File: src/sv/pfns_pkg.sv
package pfns_pkg;

   typedef struct packed {
      logic [1:0]  mode;
      logic [31:0] time_ms;
      logic [15:0] pitch_freq;
      logic [15:0] pitch_conf;
      logic [15:0] level_rms;
      logic        onset_flag;
   } req_type;

   typedef struct packed {
      logic [6:0]  note_number;
      logic [31:0] start_beats;
      logic [31:0] length_beats;
      logic [15:0] velocity;
   } rsp_type;

   localparam logic [1:0] MODE_FRAME = 2'd0;
   localparam logic [1:0] MODE_START = 2'd1;
   localparam logic [1:0] MODE_STOP  = 2'd2;

   localparam logic [1:0] CSR_TEMPO   = 2'd0;
   localparam logic [1:0] CSR_VCONF   = 2'd1;
   localparam logic [1:0] CSR_LOWEST  = 2'd2;
   localparam logic [1:0] CSR_SILENCE = 2'd3;

   localparam logic [7:0]  TEMPO_MIN     = 8'd40;
   localparam logic [7:0]  TEMPO_MAX     = 8'd240;
   localparam logic [7:0]  TEMPO_RESET   = 8'd120;
   localparam logic [15:0] VCONF_RESET   = 16'd16384;
   localparam logic [15:0] LOWEST_RESET  = 16'd1040;
   localparam logic [15:0] SILENCE_RESET = 16'd786;
   localparam logic [31:0] MIN_LENGTH    = 32'd32;

   // ms * tempo * 256 / 60000 == (ms * tempo * 32) / 7500
   localparam logic [13:0] BEAT_DIVISOR = 14'd7500;
   localparam int          PROD_W       = 40;
   localparam int          DIVIDEND_W   = PROD_W + 5;

   localparam logic [3:0] LAST_EDGE = 4'd11;

   function automatic logic [15:0] semitone_edge(input logic [3:0] k);
      logic [15:0] e;
      unique case (k)
         4'd0:    e = 16'd34470;
         4'd1:    e = 16'd36520;
         4'd2:    e = 16'd38691;
         4'd3:    e = 16'd40992;
         4'd4:    e = 16'd43429;
         4'd5:    e = 16'd46012;
         4'd6:    e = 16'd48748;
         4'd7:    e = 16'd51646;
         4'd8:    e = 16'd54717;
         4'd9:    e = 16'd57971;
         4'd10:   e = 16'd61418;
         4'd11:   e = 16'd65070;
         default: e = 16'hFFFF;
      endcase
      return e;
   endfunction

endpackage

File: src/sv/pfns_note.sv
module pfns_note (
   input  logic        clock,
   input  logic        reset,
   input  logic        start,
   input  logic [15:0] freq,
   output logic        done,
   output logic [6:0]  note
);

   typedef enum logic [2:0] {
      N_IDLE = 3'b001,
      N_NORM = 3'b010,
      N_CNT  = 3'b100
   } nstate_type;

   nstate_type  state_ff, state_in;
   logic [15:0] norm_ff, norm_in;
   logic [3:0]  shift_ff, shift_in;
   logic [3:0]  cnt_ff, cnt_in;
   logic [3:0]  k_ff, k_in;
   logic [6:0]  note_ff, note_in;
   logic        done_ff, done_in;
   logic [7:0]  base;
   logic [7:0]  sub;

   always_comb begin
      state_in = state_ff;
      norm_in  = norm_ff;
      shift_in = shift_ff;
      cnt_in   = cnt_ff;
      k_in     = k_ff;
      note_in  = note_ff;
      done_in  = 1'b0;
      base     = 8'd0;
      sub      = 8'd0;
      unique case (state_ff)
         N_IDLE: begin
            if (start) begin
               if (freq == 16'd0) begin
                  note_in = 7'd0;
                  done_in = 1'b1;
               end else begin
                  norm_in  = freq;
                  shift_in = 4'd0;
                  cnt_in   = 4'd0;
                  k_in     = 4'd0;
                  state_in = N_NORM;
               end
            end
         end
         N_NORM: begin
            // normalize one bit a cycle
            if (norm_ff[15]) begin
               state_in = N_CNT;
            end else begin
               norm_in  = {norm_ff[14:0], 1'b0};
               shift_in = shift_ff + 4'd1;
            end
         end
         N_CNT: begin
            if (norm_ff >= pfns_pkg::semitone_edge(k_ff)) begin
               cnt_in = cnt_ff + 4'd1;
            end
            k_in = k_ff + 4'd1;
            if (k_ff == pfns_pkg::LAST_EDGE) begin
               base = 8'd96 + {4'd0, cnt_in};
               sub  = {4'd0, shift_ff} * 8'd12;
               note_in  = (sub > base) ? 7'd0 : 7'(base - sub);
               done_in  = 1'b1;
               state_in = N_IDLE;
            end
         end
         default: state_in = N_IDLE;
      endcase
   end

   always_ff @(posedge clock) begin
      if (reset) begin
         state_ff <= N_IDLE;
         done_ff  <= 1'b0;
      end else begin
         state_ff <= state_in;
         done_ff  <= done_in;
      end
      norm_ff  <= norm_in;
      shift_ff <= shift_in;
      cnt_ff   <= cnt_in;
      k_ff     <= k_in;
      note_ff  <= note_in;
   end

   assign done = done_ff;
   assign note = note_ff;

endmodule

File: src/sv/pfns_conv.sv
module pfns_conv (
   input  logic        clock,
   input  logic        reset,
   input  logic        start,
   input  logic [31:0] diff,
   input  logic [7:0]  tempo,
   output logic        done,
   output logic [31:0] units
);

   localparam int PW = pfns_pkg::PROD_W;
   localparam int DW = pfns_pkg::DIVIDEND_W;

   typedef enum logic [2:0] {
      C_IDLE = 3'b001,
      C_MUL  = 3'b010,
      C_DIV  = 3'b100
   } cstate_type;

   cstate_type    state_ff, state_in;
   logic [31:0]   diff_ff, diff_in;
   logic [7:0]    tempo_ff, tempo_in;
   logic [PW-1:0] acc_ff, acc_in;
   logic [DW-1:0] dq_ff, dq_in;
   logic [12:0]   rem_ff, rem_in;
   logic [5:0]    cnt_ff, cnt_in;
   logic          done_ff, done_in;
   logic [13:0]   trial;
   logic          qbit;

   always_comb begin
      state_in = state_ff;
      diff_in  = diff_ff;
      tempo_in = tempo_ff;
      acc_in   = acc_ff;
      dq_in    = dq_ff;
      rem_in   = rem_ff;
      cnt_in   = cnt_ff;
      done_in  = 1'b0;
      trial    = {rem_ff, dq_ff[DW-1]};
      qbit     = trial >= pfns_pkg::BEAT_DIVISOR;
      unique case (state_ff)
         C_IDLE: begin
            if (start) begin
               diff_in  = diff;
               tempo_in = tempo;
               acc_in   = '0;
               cnt_in   = 6'd0;
               state_in = C_MUL;
            end
         end
         C_MUL: begin
            // shift-add, tempo MSB first
            acc_in   = {acc_ff[PW-2:0], 1'b0} +
                       (tempo_ff[7] ? {{(PW-32){1'b0}}, diff_ff} : '0);
            tempo_in = {tempo_ff[6:0], 1'b0};
            cnt_in   = cnt_ff + 6'd1;
            if (cnt_ff == 6'd7) begin
               dq_in    = {acc_in, 5'd0};
               rem_in   = 13'd0;
               cnt_in   = 6'd0;
               state_in = C_DIV;
            end
         end
         C_DIV: begin
            // restoring division, one quotient bit a cycle
            rem_in = qbit ? 13'(trial - pfns_pkg::BEAT_DIVISOR) : trial[12:0];
            dq_in  = {dq_ff[DW-2:0], qbit};
            cnt_in = cnt_ff + 6'd1;
            if (cnt_ff == 6'(DW - 1)) begin
               done_in  = 1'b1;
               state_in = C_IDLE;
            end
         end
         default: state_in = C_IDLE;
      endcase
   end

   always_ff @(posedge clock) begin
      if (reset) begin
         state_ff <= C_IDLE;
         done_ff  <= 1'b0;
      end else begin
         state_ff <= state_in;
         done_ff  <= done_in;
      end
      diff_ff  <= diff_in;
      tempo_ff <= tempo_in;
      acc_ff   <= acc_in;
      dq_ff    <= dq_in;
      rem_ff   <= rem_in;
      cnt_ff   <= cnt_in;
   end

   assign done  = done_ff;
   assign units = (|dq_ff[DW-1:32]) ? 32'hFFFF_FFFF : dq_ff[31:0];

endmodule

File: src/sv/pitch_frame_note_segmenter.sv
// Start, stop without a note and ignored items pass dispatch only; unvoiced
// frames also evaluation; voiced frames first the note lookup (bit-serial
// normalize, then one semitone edge per cycle). A finished note uses the
// bit-serial beat converters (8 multiply, 45 divide steps) and waits for the
// output register. One item at a time: the next is taken once the previous one
// is done. Synchronous reset clears control state and restores register defaults.
module pitch_frame_note_segmenter (
   input  logic              clock,
   input  logic              reset,
   input  logic              req_valid,
   output logic              req_stall,
   input  pfns_pkg::req_type req_data,
   output logic              rsp_valid,
   input  logic              rsp_stall,
   output pfns_pkg::rsp_type rsp_data,
   input  logic              csr_we,
   input  logic [1:0]        csr_index,
   input  logic [15:0]       csr_wdata
);

   typedef enum logic [4:0] {
      S_IDLE = 5'b00001,
      S_DISP = 5'b00010,
      S_NOTE = 5'b00100,
      S_EVAL = 5'b01000,
      S_CONV = 5'b10000
   } state_type;

   state_type         state_ff, state_in;
   pfns_pkg::req_type item_ff;
   logic [7:0]        tempo_ff;
   logic [15:0]       vconf_ff, lowest_ff, silence_ff;
   logic              recording_ff, recording_in;
   logic              open_ff, open_in;
   logic [6:0]        open_note_ff, open_note_in;
   logic [31:0]       phrase_start_ff, phrase_start_in;
   logic [31:0]       note_start_ff, note_start_in;
   logic [15:0]       peak_ff, peak_in;
   logic [7:0]        phrase_tempo_ff, phrase_tempo_in;
   logic [6:0]        res_note_ff, res_note_in;
   logic [15:0]       res_vel_ff, res_vel_in;
   logic              pend_ff, pend_in;
   logic              rsp_valid_ff;
   pfns_pkg::rsp_type rsp_data_ff;

   logic        voiced, silent, changed, do_close, open_after;
   logic [6:0]  note_val;
   logic [15:0] vel;
   logic [31:0] len_diff, start_diff;
   logic        note_start_go, conv_go;
   logic        note_done, len_done, start_done;
   logic [6:0]  note_q;
   logic [31:0] len_units, start_units;
   logic [7:0]  tempo_clamped;
   logic        out_load;

   assign voiced = (item_ff.pitch_conf >= vconf_ff) && (item_ff.pitch_freq >= lowest_ff);
   assign silent = !voiced && (item_ff.level_rms < silence_ff);
   assign note_val = voiced ? note_q : 7'd0;
   assign changed = open_ff && voiced && (note_val != open_note_ff);
   assign vel = (|item_ff.level_rms[15:13]) ? 16'hFFFF : {item_ff.level_rms[12:0], 3'd0};
   assign len_diff = (item_ff.time_ms >= note_start_ff) ? item_ff.time_ms - note_start_ff
                                                       : 32'd0;
   assign start_diff = (note_start_ff >= phrase_start_ff) ? note_start_ff - phrase_start_ff
                                                          : 32'd0;

   always_comb begin
      state_in        = state_ff;
      recording_in    = recording_ff;
      open_in         = open_ff;
      open_note_in    = open_note_ff;
      phrase_start_in = phrase_start_ff;
      note_start_in   = note_start_ff;
      peak_in         = peak_ff;
      phrase_tempo_in = phrase_tempo_ff;
      res_note_in     = res_note_ff;
      res_vel_in      = res_vel_ff;
      pend_in         = pend_ff;
      note_start_go   = 1'b0;
      conv_go         = 1'b0;
      do_close        = 1'b0;
      open_after      = open_ff;
      out_load        = 1'b0;
      unique case (state_ff)
         S_IDLE: begin
            if (req_valid) begin
               state_in = S_DISP;
            end
         end
         S_DISP: begin
            state_in = S_IDLE;
            priority if (item_ff.mode == pfns_pkg::MODE_START) begin
               open_in         = 1'b0;
               peak_in         = 16'd0;
               open_note_in    = 7'd0;
               recording_in    = 1'b1;
               phrase_tempo_in = tempo_ff;
               phrase_start_in = item_ff.time_ms;
               note_start_in   = item_ff.time_ms;
            end else if (item_ff.mode == pfns_pkg::MODE_STOP) begin
               if (recording_ff) begin
                  recording_in = 1'b0;
                  do_close     = open_ff;
               end
            end else if (item_ff.mode == pfns_pkg::MODE_FRAME && recording_ff) begin
               if (voiced) begin
                  note_start_go = 1'b1;
                  state_in      = S_NOTE;
               end else begin
                  state_in = S_EVAL;
               end
            end
         end
         S_NOTE: begin
            if (note_done) begin
               state_in = S_EVAL;
            end
         end
         S_EVAL: begin
            state_in   = S_IDLE;
            do_close   = open_ff && (changed || silent || item_ff.onset_flag);
            open_after = do_close ? 1'b0 : open_ff;
            if (voiced && !open_after) begin
               open_in       = 1'b1;
               open_note_in  = note_val;
               note_start_in = item_ff.time_ms;
               peak_in       = vel;
            end else if (voiced && vel > peak_ff) begin
               peak_in = vel;
            end
         end
         S_CONV: begin
            if (len_done) begin
               pend_in = 1'b1;
            end
            // hold the finished item until the output register frees up
            if ((pend_ff || len_done) && (!rsp_valid_ff || !rsp_stall)) begin
               out_load = 1'b1;
               pend_in  = 1'b0;
               state_in = S_IDLE;
            end
         end
         default: state_in = S_IDLE;
      endcase
      if (do_close) begin
         res_note_in = open_note_ff;
         res_vel_in  = peak_ff;
         conv_go     = 1'b1;
         state_in    = S_CONV;
         if (state_ff == S_DISP) begin
            open_in = 1'b0;
            peak_in = 16'd0;
         end else if (!voiced) begin
            open_in = 1'b0;
            peak_in = 16'd0;
         end
      end
   end

   pfns_note u_note (
      .clock (clock),
      .reset (reset),
      .start (note_start_go),
      .freq  (item_ff.pitch_freq),
      .done  (note_done),
      .note  (note_q)
   );

   pfns_conv u_len_conv (
      .clock (clock),
      .reset (reset),
      .start (conv_go),
      .diff  (len_diff),
      .tempo (phrase_tempo_ff),
      .done  (len_done),
      .units (len_units)
   );

   pfns_conv u_start_conv (
      .clock (clock),
      .reset (reset),
      .start (conv_go),
      .diff  (start_diff),
      .tempo (phrase_tempo_ff),
      .done  (start_done),
      .units (start_units)
   );

   assign tempo_clamped = (csr_wdata[7:0] < pfns_pkg::TEMPO_MIN) ? pfns_pkg::TEMPO_MIN :
                          (csr_wdata[7:0] > pfns_pkg::TEMPO_MAX) ? pfns_pkg::TEMPO_MAX :
                          csr_wdata[7:0];

   always_ff @(posedge clock) begin
      if (reset) begin
         state_ff        <= S_IDLE;
         tempo_ff        <= pfns_pkg::TEMPO_RESET;
         vconf_ff        <= pfns_pkg::VCONF_RESET;
         lowest_ff       <= pfns_pkg::LOWEST_RESET;
         silence_ff      <= pfns_pkg::SILENCE_RESET;
         recording_ff    <= 1'b0;
         open_ff         <= 1'b0;
         open_note_ff    <= 7'd0;
         phrase_start_ff <= 32'd0;
         note_start_ff   <= 32'd0;
         peak_ff         <= 16'd0;
         phrase_tempo_ff <= pfns_pkg::TEMPO_RESET;
         pend_ff         <= 1'b0;
         rsp_valid_ff    <= 1'b0;
      end else begin
         state_ff        <= state_in;
         recording_ff    <= recording_in;
         open_ff         <= open_in;
         open_note_ff    <= open_note_in;
         phrase_start_ff <= phrase_start_in;
         note_start_ff   <= note_start_in;
         peak_ff         <= peak_in;
         phrase_tempo_ff <= phrase_tempo_in;
         pend_ff         <= pend_in;
         if (out_load) begin
            rsp_valid_ff <= 1'b1;
         end else if (!rsp_stall) begin
            rsp_valid_ff <= 1'b0;
         end
         if (csr_we) begin
            unique case (csr_index)
               pfns_pkg::CSR_TEMPO:   tempo_ff   <= tempo_clamped;
               pfns_pkg::CSR_VCONF:   vconf_ff   <= csr_wdata;
               pfns_pkg::CSR_LOWEST:  lowest_ff  <= csr_wdata;
               pfns_pkg::CSR_SILENCE: silence_ff <= csr_wdata;
               default: ;
            endcase
         end
      end
      if (state_ff == S_IDLE && req_valid) begin
         item_ff <= req_data;
      end
      res_note_ff <= res_note_in;
      res_vel_ff  <= res_vel_in;
      if (out_load) begin
         rsp_data_ff.note_number  <= res_note_ff;
         rsp_data_ff.start_beats  <= start_units;
         rsp_data_ff.length_beats <= (len_units < pfns_pkg::MIN_LENGTH) ?
                                     pfns_pkg::MIN_LENGTH : len_units;
         rsp_data_ff.velocity     <= res_vel_ff;
      end
   end

   assign req_stall = (state_ff != S_IDLE);
   assign rsp_valid = rsp_valid_ff;
   assign rsp_data  = rsp_data_ff;

`ifndef SYNTHESIS
   a_conv_lockstep: assert property (@(posedge clock) disable iff (reset)
      len_done == start_done)
      else $error("beat converters out of step");

   a_open_needs_phrase: assert property (@(posedge clock) disable iff (reset)
      open_ff |-> recording_ff)
      else $error("note open outside a phrase");

   a_peak_idle_zero: assert property (@(posedge clock) disable iff (reset)
      !open_ff |-> peak_ff == 16'd0)
      else $error("peak velocity left over without an open note");

   a_rsp_from_conv: assert property (@(posedge clock) disable iff (reset)
      $rose(rsp_valid_ff) |-> $past(state_ff == S_CONV))
      else $error("result raised outside conversion");
`endif

endmodule

File: config.mk
export PLATFORM = sky130hd
export DESIGN_NAME = pitch_frame_note_segmenter
export DESIGN_NICKNAME = d
export VERILOG_FILES = /design/src/sv/pfns_pkg.sv /design/src/sv/pfns_note.sv /design/src/sv/pfns_conv.sv /design/src/sv/pitch_frame_note_segmenter.sv
export SDC_FILE = /design/constraint.sdc
export NUM_CORES = 1
export LEC_CHECK = 0
export BUFFER_PORTS_ARGS = -buffer_cell sky130_fd_sc_hd__buf_2
export CORE_UTILIZATION = 30
export CTS_CLUSTER_SIZE = 8
export DETAILED_ROUTE_END_ITERATION = 8
export GPL_TIMING_DRIVEN = 1
export HOLD_SLACK_MARGIN = 0.05
export REMOVE_ABC_BUFFERS = 1
export SYNTH_ARGS = -nofsm -noshare
export SYNTH_HDL_FRONTEND = slang
export SYNTH_SLANG_ARGS = --single-unit
export TNS_END_PERCENT = 1
File: constraint.sdc
create_clock -name clock -period 14.8 [get_ports clock]
set_input_delay 1.48 -clock clock [delete_from_list [all_inputs] [get_ports clock]]
set_output_delay 1.48 -clock clock [all_outputs]
set_load 0.01 [all_outputs]
; After elaboration in Yosys (flattened, before gate mapping)
; Memory sizes are Yosys's and may differ from the RTL's. A register that Yosys moved wholly into a read port is not among the register bits.
; Index checks and enable logic that the tools add are counted.
[totals]
reg_bits = 685
mem_bits_ro = 224
ram_bits = 0
output_inout_bits = 89
inputBits = 106
latch_bits = 0
memories = 1
word_cells = 299
[mem_list]
columns = memory, depth, word_bits, read_ports, rd_ports_with_merged_regs, write_ports, line
row1 = (name not given), 16, 14, 1, 1, 0, pfns_pkg.sv:45  ; unique case (k)
[classes]
shifts = 0
bitwise = 1
n_div = 0
order_cmp = 13
n_eq_ne = 47
n_mul = 1
n_mux = 111
n_reduce_logical = 62
add_sub_neg = 13
[ops]
columns = cell, n
row1 = $pmux W45 S2, 2
row2 = $mux W16, 11
row3 = $mux W32, 5
row4 = $pmux W39 S2, 2
row5 = $mux W45, 2
row6 = $add A40 B32 Y40, 2
row7 = $ge A32 B32 Y1, 2
row8 = $pmux W16 S2, 2
row9 = $pmux W32 S2, 1
row10 = $sub A32 B32 Y32, 2
row11 = $mux W13, 4
row12 = $pmux W13 S2, 2
row13 = $mux W7, 7
row14 = $ge A16 B16 Y1, 3
row15 = $mux W4, 10
row16 = $mux W39, 1
row17 = $pmux W6 S3, 2
row18 = $lt A32 B6 Y1 const B, 1
row19 = $pmux W8 S2, 2
row20 = $reduce_and A2 Y1, 15
row21 = $ge A14 B13 Y1 const B, 2
row22 = $pmux W7 S2, 2
row23 = $mux W1, 27
row24 = $mux W3, 9
row25 = 50 further kinds, 130

; Logic depth before layout (Yosys ltp)
; Gate-level depths: netlist of the first run.
[logic_depth]
depth_word = 16
mapped_depth = 18
depth_no_buf = 18

; By module
; From an unflattened synthesis of the first run, not the netlist that was laid out.
[hier_totals]
cells_unflattened = 3631
hier_area_um2 = 36816.6
[modules_own_cells]
columns = module, cells_per_inst, instances, area_each_um2, seq_area_each_um2
row1 = pitch_frame_note_segmenter, 1784, 1, 17479.3, 8998.6
row2 = pfns_conv (u_start_conv), 772, 1, 8119.0, 4374.2
row3 = pfns_conv (u_len_conv), 770, 1, 8031.5, 4374.2
row4 = pfns_note, 305, 1, 3186.8, 1411.4

; Worst setup path after synthesis of the first run
; OpenSTA, ideal clock, no wires.
[synth_timing]
path_kind = reg-to-reg
start = reg item_ff[33] (netlist name)
end = reg u_start_conv.acc_ff[0] (enable)
setup_slack_ns = 8.791
path_stages_with_launch = 15
arrival_ns = 5.625
setup_ns = 0.384
synth_period_minus_slack_ns = 6.009
path_buffers = 1
t_required_ns = 14.416
path_cell_list = edfxtp_1 inv_1 ha_1 nand2b_1 a2111oi_1 a211o_1 a211oi_1 o22ai_1 buf_2 a21oi_1 o31ai_1 o21bai_1 nand2_1 nor3_1 or2_2
[synth_between]
elab_chain_len = 12
word_cells_on_any_way = 15
cone_classes = 1 x order compare / 2 x eq/ne / 3 x mux / 9 x reduce/logical
[synth_rtl]
columns = item, line
row1 = start: declaration, pitch_frame_note_segmenter.sv:30  ; pfns_pkg::req_type item_ff;
row2 = start signal: assignment, pitch_frame_note_segmenter.sv:235  ; item_ff <= req_data;
row3 = $ge A16 B16 Y1 *, pitch_frame_note_segmenter.sv:57  ; assign voiced = (item_ff.pitch_conf >= vconf_ff) && (item_ff.pitch_freq >= lowest_ff);
row4 = $logic_and A1 B1 Y1 *, pitch_frame_note_segmenter.sv:57
row5 = $mux W7, pitch_frame_note_segmenter.sv:59  ; assign note_val = voiced ? note_q : 7'd0;
row6 = $ne A7 B7 Y1, pitch_frame_note_segmenter.sv:60  ; assign changed = open_ff && voiced && (note_val != open_note_ff);
row7 = $logic_and A1 B1 Y1, pitch_frame_note_segmenter.sv:60
row8 = $logic_or A1 B1 Y1 * (2 in series), pitch_frame_note_segmenter.sv:121  ; do_close = open_ff && (changed || silent || item_ff.onset_flag);
row9 = $logic_and A1 B1 Y1 *, pitch_frame_note_segmenter.sv:121
row10 = $pmux W1 S2 *, pitch_frame_note_segmenter.sv:84  ; unique case (state_ff)
row11 = $mux W1 *, pitch_frame_note_segmenter.sv:145  ; if (do_close) begin
row12 = $ne A2 B2 Y1 (no source line) *, --
row13 = $reduce_and A2 Y1 (no source line) *, --
row14 = end signal: assignment, pfns_conv.sv:89  ; acc_ff <= acc_in;
row15 = end: declaration, pfns_conv.sv:23  ; logic [PW-1:0] acc_ff, acc_in;
; Every way passes the cells marked *; elsewhere a longest branch is shown, timed or not.
; A chain may end at the register's enable or synchronous reset.

; Worst setup path in the final report of the first run
; Ends and elaborated chain as after synthesis.

==> results of run 1 <==
[stage by stage]
step	total power (W)	hold slack, ps	util [%]	cell area (um^2)	worst slack, ps
after CTS	0.004689	416.3	35.13	40990	9771
final	0.004634	411.1	35.13	40990	9808
after detailed placement	0.002513	404.5	32.60	38040	9799
after global placement	0.002508	404.0	32.60	38040	9884
after global routing	0.004810	420.0	35.13	40990	9324
after floorplan	0.002405	400.3	-	34910	8659
[sequential cells by signal (all words and copies together), names as in the netlist, 13 cells and up, named ones only]
| signal | flops |
|---|---|
| u_len_conv.acc_ff | 39 |
| u_start_conv.diff_ff | 32 |
| u_start_conv.rem_ff | 13 |
| peak_ff | 16 |
| u_len_conv.rem_ff | 13 |
| u_note.norm_ff | 16 |
| u_len_conv.dq_ff | 45 |
| silence_ff | 16 |
| u_start_conv.dq_ff | 45 |
| u_start_conv.acc_ff | 39 |
| vconf_ff | 16 |
| u_len_conv.diff_ff | 32 |
| note_start_ff | 32 |
| res_vel_ff | 16 |
| item_ff | 83 |
| rsp_data | 87 |
| phrase_start_ff | 32 |
| lowest_ff | 16 |
[cell families (layout without fill, tap and decap cells)]
| logic type | after synthesis | in the layout |
|---|---|---|
| muxes | 5 | 5 |
| xor gates and xnor gates | 141 | 141 |
| DFF | 699 | 699 |
| and+or+nand+nor | 1286 | 1286 |
| buffers and inverters | 332 | 595 |
| AOI/OAI and AO/OA | 784 | 784 |
| adders and majority gates | 236 | 236 |
[layout make-up]
cell class | instances | area, um^2 | share of cell area, %
well taps | 1524 | 1907 | 4.652
multi-input cells | 2452 | 15070 | 36.75
inverters | 204 | 765.7 | 1.868
flip-flops and latches | 699 | 19140 | 46.69
clock buffers | 162 | 2735 | 6.672
clock inverters | 10 | 220.2 | 0.5372
repair buffers | 219 | 1161 | 2.832
[power breakdown]
part / switching [W] / internal (W)
Sequential: 0.0000272 / 0.00214
Combinational: 0.000185 / 0.000122
Clock: 0.000868 / 0.00129
[path summary, 6_finish.rpt]
| check | cells after the start | slack (ps) | from | endpoint |
|---|---|---|---|---|
| hold reg to reg | 0 | 410 | res_vel_ff[12]$_DFFE_PN_ | rsp_data[12]$_DFFE_PP_ |
| hold / removal | 0 | 410 | res_vel_ff[12]$_DFFE_PN_ | rsp_data[12]$_DFFE_PP_ |
| setup / recovery | 15 | 9810 | item_ff[33]$_DFFE_PP_ | u_start_conv.acc_ff[0]$_SDFFCE_PN0P_ |
| setup reg to reg | 15 | 9810 | item_ff[33]$_DFFE_PP_ | u_start_conv.acc_ff[0]$_SDFFCE_PN0P_ |
[cells in the final DEF (no fill, tap or decap), drive strengths merged, types with 6 or more instances in the layout]
cell type	netlist	layout
nand2	501	501
or2	73	73
nor2	292	292
ha	230	230
nor2b	29	29
fa	6	6
a211oi	20	20
o21bai	19	19
or3	35	35
o21ai	177	177
nand2b	62	62
o31ai	12	12
nor3	49	49
a22oi	7	7
a21o	96	96
clkbuf	117	162
a21oi	342	342
nand4	34	34
o21a	27	27
o211ai	9	9
xnor2	75	75
edfxtp	514	514
dfxtp	185	185
a211o	8	8
nand3b	16	16
nor4	21	21
and3	30	30
inv	204	207
buf	11	219
a31oi	12	12
xor2	66	66
nand3	33	33
and2	84	84
[metal layers]
metal  vias to the layer above  track usage, %  part of all wire, %
li1                      12696               -                    -
met2                       580           21.88                   44
met5                         -               0                0.042
met3                       139           2.743                  5.6
met1                     12063           19.48                   47
met4                         6           4.929                  2.8
[worst max-delay path, cell delays in order, from the launching register on]
cell and delay (ps):
edfxtp_1 380, inv_1 90, ha_1 220, nand2b_1 150, a2111oi_1 400, a211o_1 180, a211oi_1 70, o22ai_1 790
or2_2 250, a222oi_1 120, o21bai_1 290, nand2_1 220, nor3_2 190, buf_4 420, or2_2 190, buf_4 550
==> impl_metrics.csv, run 1 <==
group,metric,value,unit
outcome,status,"finished, final reports clean",
synth,synth_compound_area_share,13.21,%
synth,muxShareOfSynthArea,0.1448,%
timing,setup_viol,0,
placement,dp.cells,5098,
drt,vias,25484,
floorplanning,dieArea,119400,um^2
clocking,cts_tree,"done",
synth,synth-main-ff-cell,"edfxtp_1",
timing,tightest_slew,1204,ps
finish,fill_cells,11757,
synth,async_flop_share,0,%
finish,syn_to_final_growth,15.75,%
synth,synth_edf_count,514,
finish,instances_no_fill,5270,
finish,num_antenna_cells,0,
placement,dp_hpwl,61990,um
synth,synthMostInstantiatedCell,"edfxtp_1",
timing,max_slew_margin,19.71,%
floorplanning,die_y,345.6,um
clocking,cts_hold_buf,0,
synth,synth_xor_area_share,3.487,%
timing,period_share,33.73,%
critical_path,critPathKind,"register to register",
grt,grt_pass1_vias,24659,
clocking,htree_levels,3,
floorplanning,num_io_pins,195,
synth,synth-simple-area-share,17.06,%
synth,synth_top_area_cell,"edfxtp_1",
drt,detail_route.first_pass.iterations,5,
drt,final_antenna_net_count,0,
drt,wire_per_inst,16.25,um
synth,syn-mean-instance-area,10.17,um^2
timing,finalHoldViolCount,0,
clocking,numCtsBuffers,99,
timing,fin_skew,49.19,ps
placement,port_buffers,194,
critical_path,setup.worst_path.start_class,"register",
grt,grt_overflow,0,
synth,yosys_warnings,0,
grt,track_usage,14.09,%
timing,fin_crit,4992,ps
clocking,cts-resized-gates,0,
synth,synth_commonest_cells,"514 x edfxtp_1, 501 x nand2_1, 341 x a21oi_1",
drt,viasPerCell,4.836,
floorplanning,die_w,345.6,um
synth,yosys.area.top_type_share,43.58,%
finish,drive_gt1_share,11.48,%
critical_path,arrival,5290,ps
synth,synth.distinct_cells,75,
grt,grt_pass1_wl,135000,um
synth,syn-cell-area,35420,um^2
synth,synth_top_family_by_area,"simple AND/OR/NAND/NOR gates",
grt,antenna_found_initial,6,
power_and_ir_drop,ir_drop,0.09030,mV
synth,synth-seq-cells,699,
synth,synth_area_leaders,"edfxtp_1 44%, dfxtp_1 10%, ha_1 8.1%",
clocking,cts-root-buf,"clkbuf_16",
finish,finalNetCount,4017,
synth,syn_inst,3483,
floorplanning,start_util,30.35,%
power_and_ir_drop,power_density,113.0,nW/um^2
timing,slew_viol_final,0,
clocking,path_clk_slew,50,ps
clocking,cts_setup_buffers,0,
clocking,clk_path_buf_depth,3,
timing,final.setup.tns,0,ps
critical_path,crit_fanout,47,
clocking,clock_latency,690,ps
grt,grt_start_max_net_pins,87,
power_and_ir_drop,p_leak,14.96,nW
drt,routed_wl,85650,um
floorplanning,core,116700,um^2
drt,drc,0,
timing,rsz0062_at_grt,"no",
critical_path,crit_required,15090,ps
synth,synthAdderAreaFrac,8.465,%
job,drv_cap,0,
placement,gp_congestion,0.8520,
drt,first_iter_violations,1664,
clocking,cts_sinks,699,
floorplanning,rows,125,
synth,ys_seq_area_share,54.04,%
timing,fmax,200.3,MHz
worst_hold_path,hp-class,"register to register",
critical_path,crit_path_end_kind,"register",
Note: power is estimated with default switching activity, not from simulation.
==> run 2: changes to the inputs <==
clock period = 4 ns   (was 14.8 ns; I/O delays follow)
==> run 2 against run 1 <==
Combinational power rose to 4.1 times the previous value. Register-to-register slack got worse by 9600 ps. Fmax rose by 32%. Worst hold slack worse by 260 ps. Sequential power grew to 3.7 times the previous value. Critical path depth rose by 1. Routed wire length grew 2.6%. Critical path type unchanged. Largest power group unchanged.
==> impl_metrics.csv, run 2 (same netlist as run 1, synthesis figures left out) <==
group,metric,value,unit
timing,rsz0062_at_grt,"yes",
timing,fin_skew,48.85,ps
outcome,status,"finished, final reports clean",
timing,slew_viol_final,0,
clocking,htree_levels,3,
clocking,numCtsBuffers,98,
power_and_ir_drop,seq_power_share,46.8,%
drt,first_iter_violations,1853,
power_and_ir_drop,p_total,0.01713,W
grt,grt_start_max_net_pins,107,
grt,grtUsageMet1,19.57,%
critical_path,crit_slowest_cell,"or4_1",
placement,dp_hpwl,63130,um
floorplanning,start_util,30.35,%
drt,routed_wl,87840,um
finish,finalNetCount,4169,
finish,largest_reg_flops,87,
floorplanning,die_y,345.6,um
power_and_ir_drop,clock_power_share,45.8,%
timing,hold_slack,147.1,ps
finish,drive_gt1_share,12.58,%
finish,syn_to_final_growth,20.34,%
critical_path,path_cells,"inv_1 > ha_1 > o21ai_0 > a211o_1 > a211oi_1 > buf_4 > o22ai_1 > buf_4 > or4_1 > a222oi_1 > buf_4 > o21bai_1 > nand2_2 > nor3_2 > or2_2 > buf_4",
critical_path,setup.worst_path.start_class,"register",
finish,final_cell_mix,"514 x edfxtp_1, 497 x nand2_1, 339 x a21oi_1",
timing,finalHoldViolCount,0,
finish,fill_cells,11685,
timing,fin_crit,3793,ps
power_and_ir_drop,swShare,23.46,%
critical_path,arrival,4200,ps
finish,multi_input_area,15120,um^2
drt,viasPerCell,4.802,
floorplanning,core,116700,um^2
drt,wire_per_inst,16.18,um
clocking,path_clk_slew,50,ps
grt,use_met3,2.748,%
finish,layout_commonest_cell,"edfxtp_1",
grt,busiest_layer,"met2",
power_and_ir_drop,ir_drop,0.3812,mV
grt,grt_pass1_wl,138900,um
floorplanning,num_io_pins,195,
drt,final_antenna_net_count,0,
drt,drc,0,
grt,track_usage,14.43,%
floorplanning,rows,125,
timing,tightest_slew,1129,ps
timing,fmax,263.7,MHz
clocking,cts_tree,"done",
timing,period_share,94.81,%
power_and_ir_drop,p_comb_share,7.4,%
critical_path,crit_top_cell,"buf_4",
critical_path,crit_path_max_incr_delay,530,ps
finish,seqCellArea,19140,um^2
critical_path,critPathKind,"register to register",
drt,detail_route.first_pass.iterations,7,
clocking,cts_sinks,699,
power_and_ir_drop,internal_power,0.01311,W
power_and_ir_drop,power_density,402.0,nW/um^2
clocking,clk_path_buf_depth,3,
floorplanning,die_w,345.6,um
timing,max_slew_margin,24.45,%
grt,gr-usage-met2,22.80,%
job,drv_cap,0,
critical_path,crit_path_end_kind,"register",
critical_path,crit_required,4410,ps
critical_path,crit_fanout,12,
grt,grt_overflow,0,
placement,gp_congestion,0.8633,
power_and_ir_drop,netSwitchingPower,0.004019,W
power_and_ir_drop,p_leak,15.82,nW
clocking,clock_latency,680,ps
placement,port_buffers,194,
clocking,cts-root-buf,"clkbuf_16",
timing,setup_viol,0,
grt,grt_pass1_vias,25564,
drt,vias,26066,
floorplanning,dieArea,119400,um^2
worst_hold_path,hp-class,"input port to register",
grt,antenna_found_initial,5,
==> run 2: cell types whose count changed in the layout (fill, tap and decap cells not counted), sizes merged <==
| cell | before | now |
|---|---|---|
| diode | 0 | 2 |
| inv | 207 | 206 |
| clkinv | 5 | 7 |
| bufinv | 2 | 0 |
| buf | 219 | 270 |
| clkbuf | 162 | 168 |
| dlygate4sd3 | 0 | 100 |
==> run 2: layout make-up <==
type                            instances  area share [%]
Tap cell                             1524           4.474
Timing Repair Buffer                  372           6.535
Sequential cell                       699           44.90
Antenna cell                            2         0.01174
Clock buffer                          166           6.423
Clock inverter                          9          0.3787
Multi-Input combinational cell       2452           35.48
Inverter                              204           1.797
==> run 2: through the flow <==
stage               instance area [um^2]  TNS (ps)  instances  util [%]  worst slack, ps
CTS                                42470         0       5421     36.40            81.98
floorplan                          34910   -449260       3355         -            -2141
global route                       42620    -6.755       5428     36.53           -5.577
detailed placement                 38570         0       5146     33.06            148.0
finish                             42620         0       5428     36.53            207.5
global placement                   38570         0       5146     33.06            134.3
==> run 2: path summary, 6_finish.rpt <==
path,cells past startpoint,endpoint,start,slack [ps]
max,16,u_start_conv.acc_ff[19]$_SDFFCE_PN0P_,vconf_ff[2]$_SDFFE_PP0P_,210
max reg2reg,16,u_start_conv.acc_ff[19]$_SDFFCE_PN0P_,vconf_ff[2]$_SDFFE_PP0P_,210
min,4,tempo_ff[7]$_SDFFE_PP0P_,csr_index[1],150
min reg2reg,0,rsp_data[14]$_DFFE_PP_,res_vel_ff[14]$_DFFE_PN_,420
==> run 2: critical path: cells and delay by family, from the launching register on <==
kind | cells | cell delay (ps)
AOI/OAI and AO/OA | 6 | 970
adders and majority gates | 1 | 270
buffers and inverters | 5 | 800
DFF | 1 | 350
and+or+nand+nor | 4 | 1100
==> run 2: layer usage <==
metal  wire (um)  vias to the layer above
met5          25                        -
met1       41490                    12311
met2       38980                      631
met4        2558                        4
li1            -                    12993
met3        4788                      127
==> run 2: timing repair <==
item                                   4_1_cts  5_1_grt
setup endpoints to repair                    0      220
setup buffers                                0        0
endpoints found under the hold margin      132        0
hold buffers                               100        0
gates resized for setup                      0       19
==> run 2: power by group through the flow <==
| stage | Combinational [W] | Sequential [W] | Clock [W] |
|---|---|---|---|
| after floorplan | 0.000776 | 0.00812 | 0 |
| after global routing | 0.00143 | 0.00802 | 0.00834 |
| after CTS | 0.00126 | 0.00801 | 0.00807 |
| final | 0.00127 | 0.00802 | 0.00785 |
| after global placement | 0.00117 | 0.00816 | 0 |
| after detailed placement | 0.00118 | 0.00816 | 0 |
